### config.mk
export PLATFORM = sky130hd
export DESIGN_NAME = segmented_table_quantizer_flat
export DESIGN_NICKNAME = d
export VERILOG_FILES = /design/src/design/stq_pkg.sv /design/src/design/stq_if.sv /design/src/design/stq_table.sv /design/src/design/segmented_table_quantizer.sv /design/src/flat_wrapper.sv
export SDC_FILE = /design/constraint.sdc
export NUM_CORES = 2
export LEC_CHECK = 0
export BUFFER_PORTS_ARGS = -buffer_cell sky130_fd_sc_hd__buf_2
export CAP_MARGIN = 40
export CORE_MARGIN = 2
export CORE_UTILIZATION = 35
export CTS_CLUSTER_DIAMETER = 120
export DETAILED_ROUTE_END_ITERATION = 16
export PLACE_DENSITY_LB_ADDON = 0.2
export SKIP_LAST_GASP = 1
export SYNTH_ARGS = -nofsm -noshare
export SYNTH_HDL_FRONTEND = slang
export SYNTH_HIERARCHICAL = 1
export SYNTH_SLANG_ARGS = --single-unit
### constraint.sdc
create_clock -name clk_i -period 6.4 [get_ports clk_i]
set_input_delay 1.28 -clock clk_i [delete_from_list [all_inputs] [get_ports clk_i]]
set_output_delay 1.28 -clock clk_i [all_outputs]
set_load 0.01 [all_outputs]
### src/design/stq_pkg.sv
package stq_pkg;

  localparam int unsigned ADDR_W = 8;
  localparam int unsigned DATA_W = 8;
  localparam int unsigned VALUE_W = 32;
  localparam int unsigned LEVEL_W = 8;

  localparam int unsigned TABLE_DEPTH_DEF = 256;
  localparam int unsigned VALUE_BITS_DEF = 32;

  // Smallest header length that still describes one row.
  localparam logic [DATA_W-1:0] MIN_HDR = 8'd2;

  typedef enum logic {
    OP_WRITE = 1'b0,
    OP_QUANT = 1'b1
  } op_e;

  typedef enum logic [2:0] {
    ST_IDLE,
    ST_HDR,
    ST_SHIFT,
    ST_END,
    ST_START,
    ST_SCAN_RD,
    ST_SCAN_CHK,
    ST_DONE
  } state_e;

  typedef struct packed {
    logic              en;
    logic [ADDR_W-1:0] addr;
    logic [DATA_W-1:0] data;
  } wr_req_t;

  typedef struct packed {
    logic              en;
    logic [ADDR_W-1:0] addr;
  } rd_req_t;

endpackage

### src/design/stq_if.sv
interface stq_in_if;
  logic                         valid;
  logic                         ready;
  logic                         op;
  logic [stq_pkg::ADDR_W-1:0]   table_addr;
  logic [stq_pkg::DATA_W-1:0]   table_data;
  logic [stq_pkg::VALUE_W-1:0]  value;

  modport source (output valid, op, table_addr, table_data, value, input ready);
  modport sink (input valid, op, table_addr, table_data, value, output ready);
endinterface

interface stq_out_if;
  logic                         valid;
  logic                         ready;
  logic [stq_pkg::LEVEL_W-1:0]  level_id;

  modport source (output valid, level_id, input ready);
  modport sink (input valid, level_id, output ready);
endinterface

### src/design/stq_table.sv
// Threshold table: one write port, one read port with registered data.
// Addresses at or above the depth ignore writes and read back as zero.
module stq_table #(
  parameter int unsigned TABLE_DEPTH = stq_pkg::TABLE_DEPTH_DEF
) (
  input  logic                       clk_i,
  input  stq_pkg::wr_req_t           wr_i,
  input  stq_pkg::rd_req_t           rd_i,
  output logic [stq_pkg::DATA_W-1:0] rdata_o
);

  localparam int unsigned AW = (TABLE_DEPTH > 1) ? $clog2(TABLE_DEPTH) : 1;

  logic [stq_pkg::DATA_W-1:0] mem [TABLE_DEPTH];
  logic [stq_pkg::DATA_W-1:0] rdata_q;
  logic                       oor_q;
  logic                       wr_in_range;
  logic                       rd_in_range;

  assign wr_in_range = {1'b0, wr_i.addr} < 9'(TABLE_DEPTH);
  assign rd_in_range = {1'b0, rd_i.addr} < 9'(TABLE_DEPTH);

  always_ff @(posedge clk_i) begin
    if (wr_i.en && wr_in_range) begin
      mem[wr_i.addr[AW-1:0]] <= wr_i.data;
    end
  end

  always_ff @(posedge clk_i) begin
    if (rd_i.en) begin
      oor_q <= !rd_in_range;
      if (rd_in_range) begin
        rdata_q <= mem[rd_i.addr[AW-1:0]];
      end
    end
  end

  assign rdata_o = oor_q ? '0 : rdata_q;

endmodule

### src/design/segmented_table_quantizer.sv
// Segmented threshold-table quantizer. Write items (op 0) store one byte of the
// table and give no result. Quantize items (op 1) run on a small sequencer
// around one table read port and one shift-and-compare unit. The cycle that
// takes the item issues the header read. The sequencer then reads the header
// length, shifts the sample right (at most VALUE_BITS-8 shifts), issues the
// row end read, fetches the row end and the row start, reads and compares
// each threshold examined along the row, notes when the row runs out without
// a hit, and hands the result to the output register. A sample that saturates
// on the top row skips the row search, and a header too short to describe a
// row goes straight to the result. The pace is set by the table read port,
// which serves one address per cycle with registered data. The block is ready
// again in the cycle in which the result appears, unless the output register
// is still occupied, in which case it waits until that item is taken. The
// input is not ready while a quantize item is in progress; the output register
// lets the next item be accepted while a result still waits to be taken.
// Table entries must be written before a quantize item reads them.
module segmented_table_quantizer #(
  parameter int unsigned TABLE_DEPTH = stq_pkg::TABLE_DEPTH_DEF,
  parameter int unsigned VALUE_BITS  = stq_pkg::VALUE_BITS_DEF
) (
  input  logic      clk_i,
  input  logic      rst_ni,
  stq_in_if.sink    in_i,
  stq_out_if.source out_o
);

  localparam int unsigned DW = stq_pkg::DATA_W;

  stq_pkg::state_e state_q, state_d;

  // Working registers of the sequencer.
  logic [VALUE_BITS-1:0] v_q, v_d;
  logic [DW-1:0]         shifts_q, shifts_d;
  logic [DW-1:0]         hdr_q, hdr_d;
  logic [DW-1:0]         top_q, top_d;
  logic [DW-1:0]         end_q, end_d;
  logic [DW-1:0]         pos_q, pos_d;
  logic [DW-1:0]         res_q, res_d;

  // Output register.
  logic                          out_valid_q, out_valid_d;
  logic [stq_pkg::LEVEL_W-1:0]   level_q, level_d;

  stq_pkg::wr_req_t wr_req;
  stq_pkg::rd_req_t rd_req;
  logic [DW-1:0]    rdata;

  logic accept;
  logic wide;
  logic out_free;

  assign accept   = in_i.valid && in_i.ready;
  assign wide     = (v_q >> 8) != '0;
  assign out_free = !out_valid_q || out_o.ready;

  stq_table #(
    .TABLE_DEPTH(TABLE_DEPTH)
  ) u_table (
    .clk_i  (clk_i),
    .wr_i   (wr_req),
    .rd_i   (rd_req),
    .rdata_o(rdata)
  );

  // Next state.
  always_comb begin
    state_d = state_q;
    case (state_q)
      stq_pkg::ST_IDLE: begin
        if (accept && (in_i.op == stq_pkg::OP_QUANT)) begin
          state_d = stq_pkg::ST_HDR;
        end
      end
      stq_pkg::ST_HDR: begin
        state_d = (rdata < stq_pkg::MIN_HDR) ? stq_pkg::ST_DONE : stq_pkg::ST_SHIFT;
      end
      stq_pkg::ST_SHIFT: begin
        if (!(wide && (shifts_q < top_q))) begin
          state_d = stq_pkg::ST_END;
        end
      end
      stq_pkg::ST_END: begin
        state_d = wide ? stq_pkg::ST_DONE : stq_pkg::ST_START;
      end
      stq_pkg::ST_START: begin
        state_d = stq_pkg::ST_SCAN_RD;
      end
      stq_pkg::ST_SCAN_RD: begin
        state_d = (pos_q < end_q) ? stq_pkg::ST_SCAN_CHK : stq_pkg::ST_DONE;
      end
      stq_pkg::ST_SCAN_CHK: begin
        state_d = (v_q[DW-1:0] <= rdata) ? stq_pkg::ST_DONE : stq_pkg::ST_SCAN_RD;
      end
      stq_pkg::ST_DONE: begin
        if (out_free) begin
          state_d = stq_pkg::ST_IDLE;
        end
      end
      default: state_d = stq_pkg::ST_IDLE;
    endcase
  end

  // Outputs, table requests and datapath updates.
  always_comb begin
    in_i.ready  = 1'b0;
    wr_req      = '0;
    rd_req      = '0;
    v_d         = v_q;
    shifts_d    = shifts_q;
    hdr_d       = hdr_q;
    top_d       = top_q;
    end_d       = end_q;
    pos_d       = pos_q;
    res_d       = res_q;
    out_valid_d = out_valid_q && !out_o.ready;
    level_d     = level_q;

    case (state_q)
      stq_pkg::ST_IDLE: begin
        in_i.ready = 1'b1;
        if (in_i.valid) begin
          if (in_i.op == stq_pkg::OP_WRITE) begin
            wr_req.en   = 1'b1;
            wr_req.addr = in_i.table_addr;
            wr_req.data = in_i.table_data;
          end else begin
            rd_req.en = 1'b1;
            v_d       = in_i.value[VALUE_BITS-1:0];
            shifts_d  = '0;
          end
        end
      end
      stq_pkg::ST_HDR: begin
        hdr_d = rdata;
        top_d = rdata - stq_pkg::MIN_HDR;
        res_d = '0;
      end
      stq_pkg::ST_SHIFT: begin
        if (wide && (shifts_q < top_q)) begin
          v_d      = v_q >> 1;
          shifts_d = shifts_q + 8'd1;
        end else begin
          rd_req.en   = 1'b1;
          rd_req.addr = shifts_q + 8'd1;
        end
      end
      stq_pkg::ST_END: begin
        end_d = rdata;
        if (wide) begin
          // Sample too wide even for the top row: saturate to its end.
          res_d = rdata - hdr_q;
        end else begin
          rd_req.en   = 1'b1;
          rd_req.addr = shifts_q;
        end
      end
      stq_pkg::ST_START: begin
        pos_d = rdata;
      end
      stq_pkg::ST_SCAN_RD: begin
        if (pos_q < end_q) begin
          rd_req.en   = 1'b1;
          rd_req.addr = pos_q;
        end else begin
          res_d = pos_q - hdr_q;
        end
      end
      stq_pkg::ST_SCAN_CHK: begin
        if (v_q[DW-1:0] <= rdata) begin
          res_d = pos_q - hdr_q;
        end else begin
          pos_d = pos_q + 8'd1;
        end
      end
      stq_pkg::ST_DONE: begin
        if (out_free) begin
          out_valid_d = 1'b1;
          level_d     = res_q;
        end
      end
      default: ;
    endcase
  end

  always_ff @(posedge clk_i or negedge rst_ni) begin
    if (!rst_ni) begin
      state_q     <= stq_pkg::ST_IDLE;
      out_valid_q <= 1'b0;
    end else begin
      state_q     <= state_d;
      out_valid_q <= out_valid_d;
    end
  end

  always_ff @(posedge clk_i) begin
    v_q      <= v_d;
    shifts_q <= shifts_d;
    hdr_q    <= hdr_d;
    top_q    <= top_d;
    end_q    <= end_d;
    pos_q    <= pos_d;
    res_q    <= res_d;
    level_q  <= level_d;
  end

  assign out_o.valid    = out_valid_q;
  assign out_o.level_id = level_q;

  // The shift count never passes the top row.
  a_shift_bound: assert property (@(posedge clk_i) disable iff (!rst_ni)
    (state_q == stq_pkg::ST_SHIFT) |-> (shifts_q <= top_q))
    else $error("shift count beyond top row");

  // A threshold is only examined inside the row.
  a_scan_in_row: assert property (@(posedge clk_i) disable iff (!rst_ni)
    (state_q == stq_pkg::ST_SCAN_CHK) |-> (pos_q < end_q))
    else $error("threshold read outside the row");

  // The row search only starts once the sample fits in a byte.
  a_search_fits: assert property (@(posedge clk_i) disable iff (!rst_ni)
    (state_q == stq_pkg::ST_START || state_q == stq_pkg::ST_SCAN_CHK) |-> !wide)
    else $error("row search with a sample wider than a byte");

  // A finished result is not dropped while the output register is occupied.
  a_result_held: assert property (@(posedge clk_i) disable iff (!rst_ni)
    (state_q == stq_pkg::ST_DONE && out_valid_q && !out_o.ready)
      |=> (state_q == stq_pkg::ST_DONE) && $stable(res_q))
    else $error("result lost while output stalled");

endmodule
### src/flat_wrapper.sv
// flat-port wrapper written by rule: the top's interface ports become plain ports
module segmented_table_quantizer_flat 
#(
  parameter int unsigned TABLE_DEPTH = stq_pkg::TABLE_DEPTH_DEF,
  parameter int unsigned VALUE_BITS  = stq_pkg::VALUE_BITS_DEF
)
  (clk_i, rst_ni, in_i_valid, in_i_op, in_i_table_addr, in_i_table_data, in_i_value, in_i_ready, out_o_valid, out_o_level_id, out_o_ready);
  stq_in_if in_i_i ();
  stq_out_if out_o_i ();
  input  logic clk_i;
  input  logic rst_ni;
  input wire logic [$bits(in_i_i.valid)-1:0] in_i_valid;
  input wire logic [$bits(in_i_i.op)-1:0] in_i_op;
  input wire logic [$bits(in_i_i.table_addr)-1:0] in_i_table_addr;
  input wire logic [$bits(in_i_i.table_data)-1:0] in_i_table_data;
  input wire logic [$bits(in_i_i.value)-1:0] in_i_value;
  output wire logic [$bits(in_i_i.ready)-1:0] in_i_ready;
  output wire logic [$bits(out_o_i.valid)-1:0] out_o_valid;
  output wire logic [$bits(out_o_i.level_id)-1:0] out_o_level_id;
  input wire logic [$bits(out_o_i.ready)-1:0] out_o_ready;
  assign in_i_i.valid = in_i_valid;
  assign in_i_i.op = in_i_op;
  assign in_i_i.table_addr = in_i_table_addr;
  assign in_i_i.table_data = in_i_table_data;
  assign in_i_i.value = in_i_value;
  assign in_i_ready = in_i_i.ready;
  assign out_o_valid = out_o_i.valid;
  assign out_o_level_id = out_o_i.level_id;
  assign out_o_i.ready = out_o_ready;
  segmented_table_quantizer #(.TABLE_DEPTH(TABLE_DEPTH), .VALUE_BITS(VALUE_BITS)) u_core (.clk_i(clk_i), .rst_ni(rst_ni), .in_i(in_i_i), .out_o(out_o_i));
endmodule
==> results.json <==
{
  "status": "complete, no violations",
  "drv_slew": 0,
  "cpMostUsedCell": "a21o_1",
  "syn_area_um2": 84600,
  "cts_setup_buffers": 0,
  "fill_cells": 21340,
  "fin_crit_sh_pct": 92.4,
  "cp_slowest_stage_delay_ns": 0.69,
  "cts_root_buf": "clkbuf_16",
  "syn_to_final_growth_pct": 14.9,
  "grt_max_degree": 175,
  "cts_hold_buf": 0,
  "final-hold-violation-count": 0,
  "setup_viol": 0,
  "drc_errors": 0,
  "fmax_mhz": 169,
  "dpl.hpwl_mm": 146,
  "die_area_um2": 246000,
  "worst_slew_pin_slew_ns": 1.08,
  "vdd_drop_max_v": 0.000284,
  "ys_warn_count": 6,
  "clkLatencyLatePin_ns": 0.85,
  "cts.sinks": 2147,
  "final.setup.tns_ns": 0,
  "cts_tree": "yes",
  "grt_pass1_wl_mm": 326,
  "io_pins": 63,
  "ant_nets": 0,
  "critPathBufInv": 2,
  "rsz0062_at_grt": "false",
  "grt_pass1_vias": 42946,
  "die_x_um": 496,
  "p_leak_nw": 32.4,
  "dr_total_vias": 43077,
  "critical-path-top-delay-family": "compound AO/OA/AOI/OAI gates",
  "netlist_instances": 4216,
  "cp-end-kind": "flop",
  "crit_type": "reg2reg",
  "numCtsBuffers": 223,
  "cap_viol_max_count": 0,
  "cts-resized-gates": 0,
  "ctsHtreeMaxLevel": 4,
  "core_um2": 241000,
  "first_pass_iters": 7,
  "hp-class": "in2async",
  "critPathMaxFanout": 32,
  "ys_types": 71,
  "clk_pin_slew_ns": 0.06,
  "wl_per_cell_um": 29.1,
  "drive_gt1_share_pct": 24.6,
  "wirelength_mm": 230,
  "nets": 4624,
  "viasPerCell": 5.44,
  "die_y_um": 496,
  "ys_async_sr_fraction_pct": 0.186,
  "synth_edf_count": 2143,
  "clock_path_buffers": 3,
  "clock_skew_ns": 0.0486,
  "gp_congestion": 0.854,
  "synth_area_per_cell_um2": 20.1,
  "floorplan.initialDensity_pct": 35.2,
  "finalPower_w": 0.0348,
  "grtUsageTotal_pct": 18.6,
  "placementRows": 180,
  "portBuffers": 62,
  "ys_ff_latch": 2147,
  "drtIter0Drc": 4958,
  "synth_nets": 4302,
  "powerDensity_nw_per_um2": 358,
  "slew_headroom_pct": 28.2,
  "cp_slowest_cell": "a211oi_2",
  "ys_seq_area_share_pct": 76.1,
  "fin_crit_ns": 5.91,
  "overflow": 0,
  "utilization_pct": 40.4,
  "crit_chain": "ha_1 -> a21o_1 -> a21o_1 -> a21o_1 -> a211oi_2 -> nor3_1 -> a221o_4 -> buf_12 -> buf_12 -> mux4_2 -> a22o_1 -> a221oi_1 -> o32ai_1 -> nor3_1 -> nor4_1",
  "setup.worst_path.start_class": "flop",
  "cp.arrival_ns": 6.48,
  "antenna_found_initial": 10,
  "worstPathRequired_ns": 6.96,
  "ys.flop_type": "edfxtp_1"
}
kinds of logic after synthesis:
family	share of synthesized area (%)
buffers and inverters	1.98
AND/OR/NAND/NOR	3.65
AO/OA/AOI/OAI	3.68
multiplexers	13.8
XOR/XNOR	0.207
flip-flops	76.1
adder cells (fa/ha/maj)	0.497
metal layers:
metal | track usage (%) | share of wire, % | up-vias
met2 | 28.6 | 46 | 1558
met1 | 27.2 | 44 | 23147
li1 | - | - | 18086
met4 | 4.94 | 2.4 | 0
met5 | 0 | 0 | -
met3 | 3.30 | 7.2 | 286
Yosys cell counts (31+ instances only):
cell	n	area share, %
inv_1	40	0.18
nor4_1	31	0.23
nand2_1	141	0.63
edfxtp_1	2143	76
a21oi_1	113	0.67
o221ai_1	46	0.48
nand3_1	50	0.30
clkbuf_1	120	0.53
ha_1	32	0.47
mux2i_1	135	1.6
a22oi_1	134	1.2
nor2_1	306	1.4
mux4_2	454	12
buf_2	36	0.21
nor2b_1	38	0.28
nor3_1	37	0.22
o22ai_1	31	0.23
state kept, by name, summed over array words and instances (netlist names):
name / cells
u_core/shifts_q: 8
u_core/top_q: 7
u_core/res_q: 8
u_core/end_q: 8
u_core/hdr_q: 8
u_core/out_o.valid: 1
u_core/u_table/mem: 2048
u_core/v_q: 32
u_core/pos_q: 8
u_core/out_o.level_id: 8
u_core/state_q: 3
u_core/u_table/rdata_q: 8
final cells by class:
| class | count | area (um2) | area share (%) |
|---|---|---|---|
| Clock inverter | 141 | 1160 | 1.20 |
| Timing Repair Buffer | 347 | 3010 | 3.10 |
| Tap cell | 3185 | 3990 | 4.10 |
| Multi-Input combinational cell | 1778 | 18700 | 19.2 |
| Antenna cell | 1 | 2.50 | 0.00257 |
| Clock buffer | 275 | 5800 | 5.96 |
| Inverter | 41 | 154 | 0.158 |
| Sequential cell | 2147 | 64500 | 66.3 |
metrics by stage:
| step | worst slack [ns] | cell area, um2 | std cells | hold WS (ns) |
|---|---|---|---|---|
| after global placement | 0.634 | 89500 | 7414 | 0.402 |
| after detailed placement | 0.718 | 90300 | 7495 | 0.405 |
| after global routing | 0.352 | 97300 | 7914 | 0.189 |
| after floorplan | 0.444 | 84600 | 4216 | 0.400 |
| final | 0.486 | 97300 | 7915 | 0.234 |
| after CTS | 0.689 | 97200 | 7911 | 0.157 |
power breakdown:
part / internal [W] / total (W) / switching [W] / leakage [nW]
sequential: 0.0157 / 0.0160 / 0.000219 / 22.1
combinational: 0.00257 / 0.00649 / 0.00392 / 6.89
clock: 0.00696 / 0.0124 / 0.00542 / 3.38
layout by cell type (no fill, tap or decap), drive strengths merged, types with 11 or more instances in the layout:
| cell type | synthesis | final |
|---|---|---|
| a221oi | 15 | 15 |
| o21ai | 24 | 24 |
| o221ai | 47 | 47 |
| mux4 | 456 | 456 |
| a21oi | 113 | 113 |
| clkbuf | 120 | 275 |
| o22ai | 31 | 31 |
| nand4 | 14 | 14 |
| inv | 40 | 50 |
| nand2 | 141 | 141 |
| clkinv | 1 | 109 |
| ha | 32 | 32 |
| o211ai | 11 | 11 |
| a22oi | 134 | 134 |
| edfxtp | 2143 | 2143 |
| and2 | 24 | 24 |
| bufinv | 0 | 13 |
| buf | 130 | 347 |
| nor3 | 38 | 38 |
| nor4 | 34 | 34 |
| nor2 | 306 | 306 |
| a211oi | 17 | 17 |
| xor2 | 11 | 11 |
| nand2b | 11 | 11 |
| mux2i | 135 | 135 |
| nor2b | 38 | 38 |
| nand3 | 50 | 50 |
final timing paths:
check	startpoint	endpoint	slack, ns	cells after the start
min in group clk_i	u_core/res_q[3]	u_core/out_o.level_id[3]	0.42	0
max reg2reg	u_core/shifts_q[5]	u_core/u_table/rdata_q[3]	0.49	15
min reg2reg	u_core/res_q[3]	u_core/out_o.level_id[3]	0.42	0
max in group asynchronous	rst_ni	u_core/state_q[2]	6.04	1
max	u_core/shifts_q[5]	u_core/u_table/rdata_q[3]	0.49	15
min	rst_ni	u_core/state_q[0]	0.23	1
No activity file was read; power rests on OpenSTA's default activity.
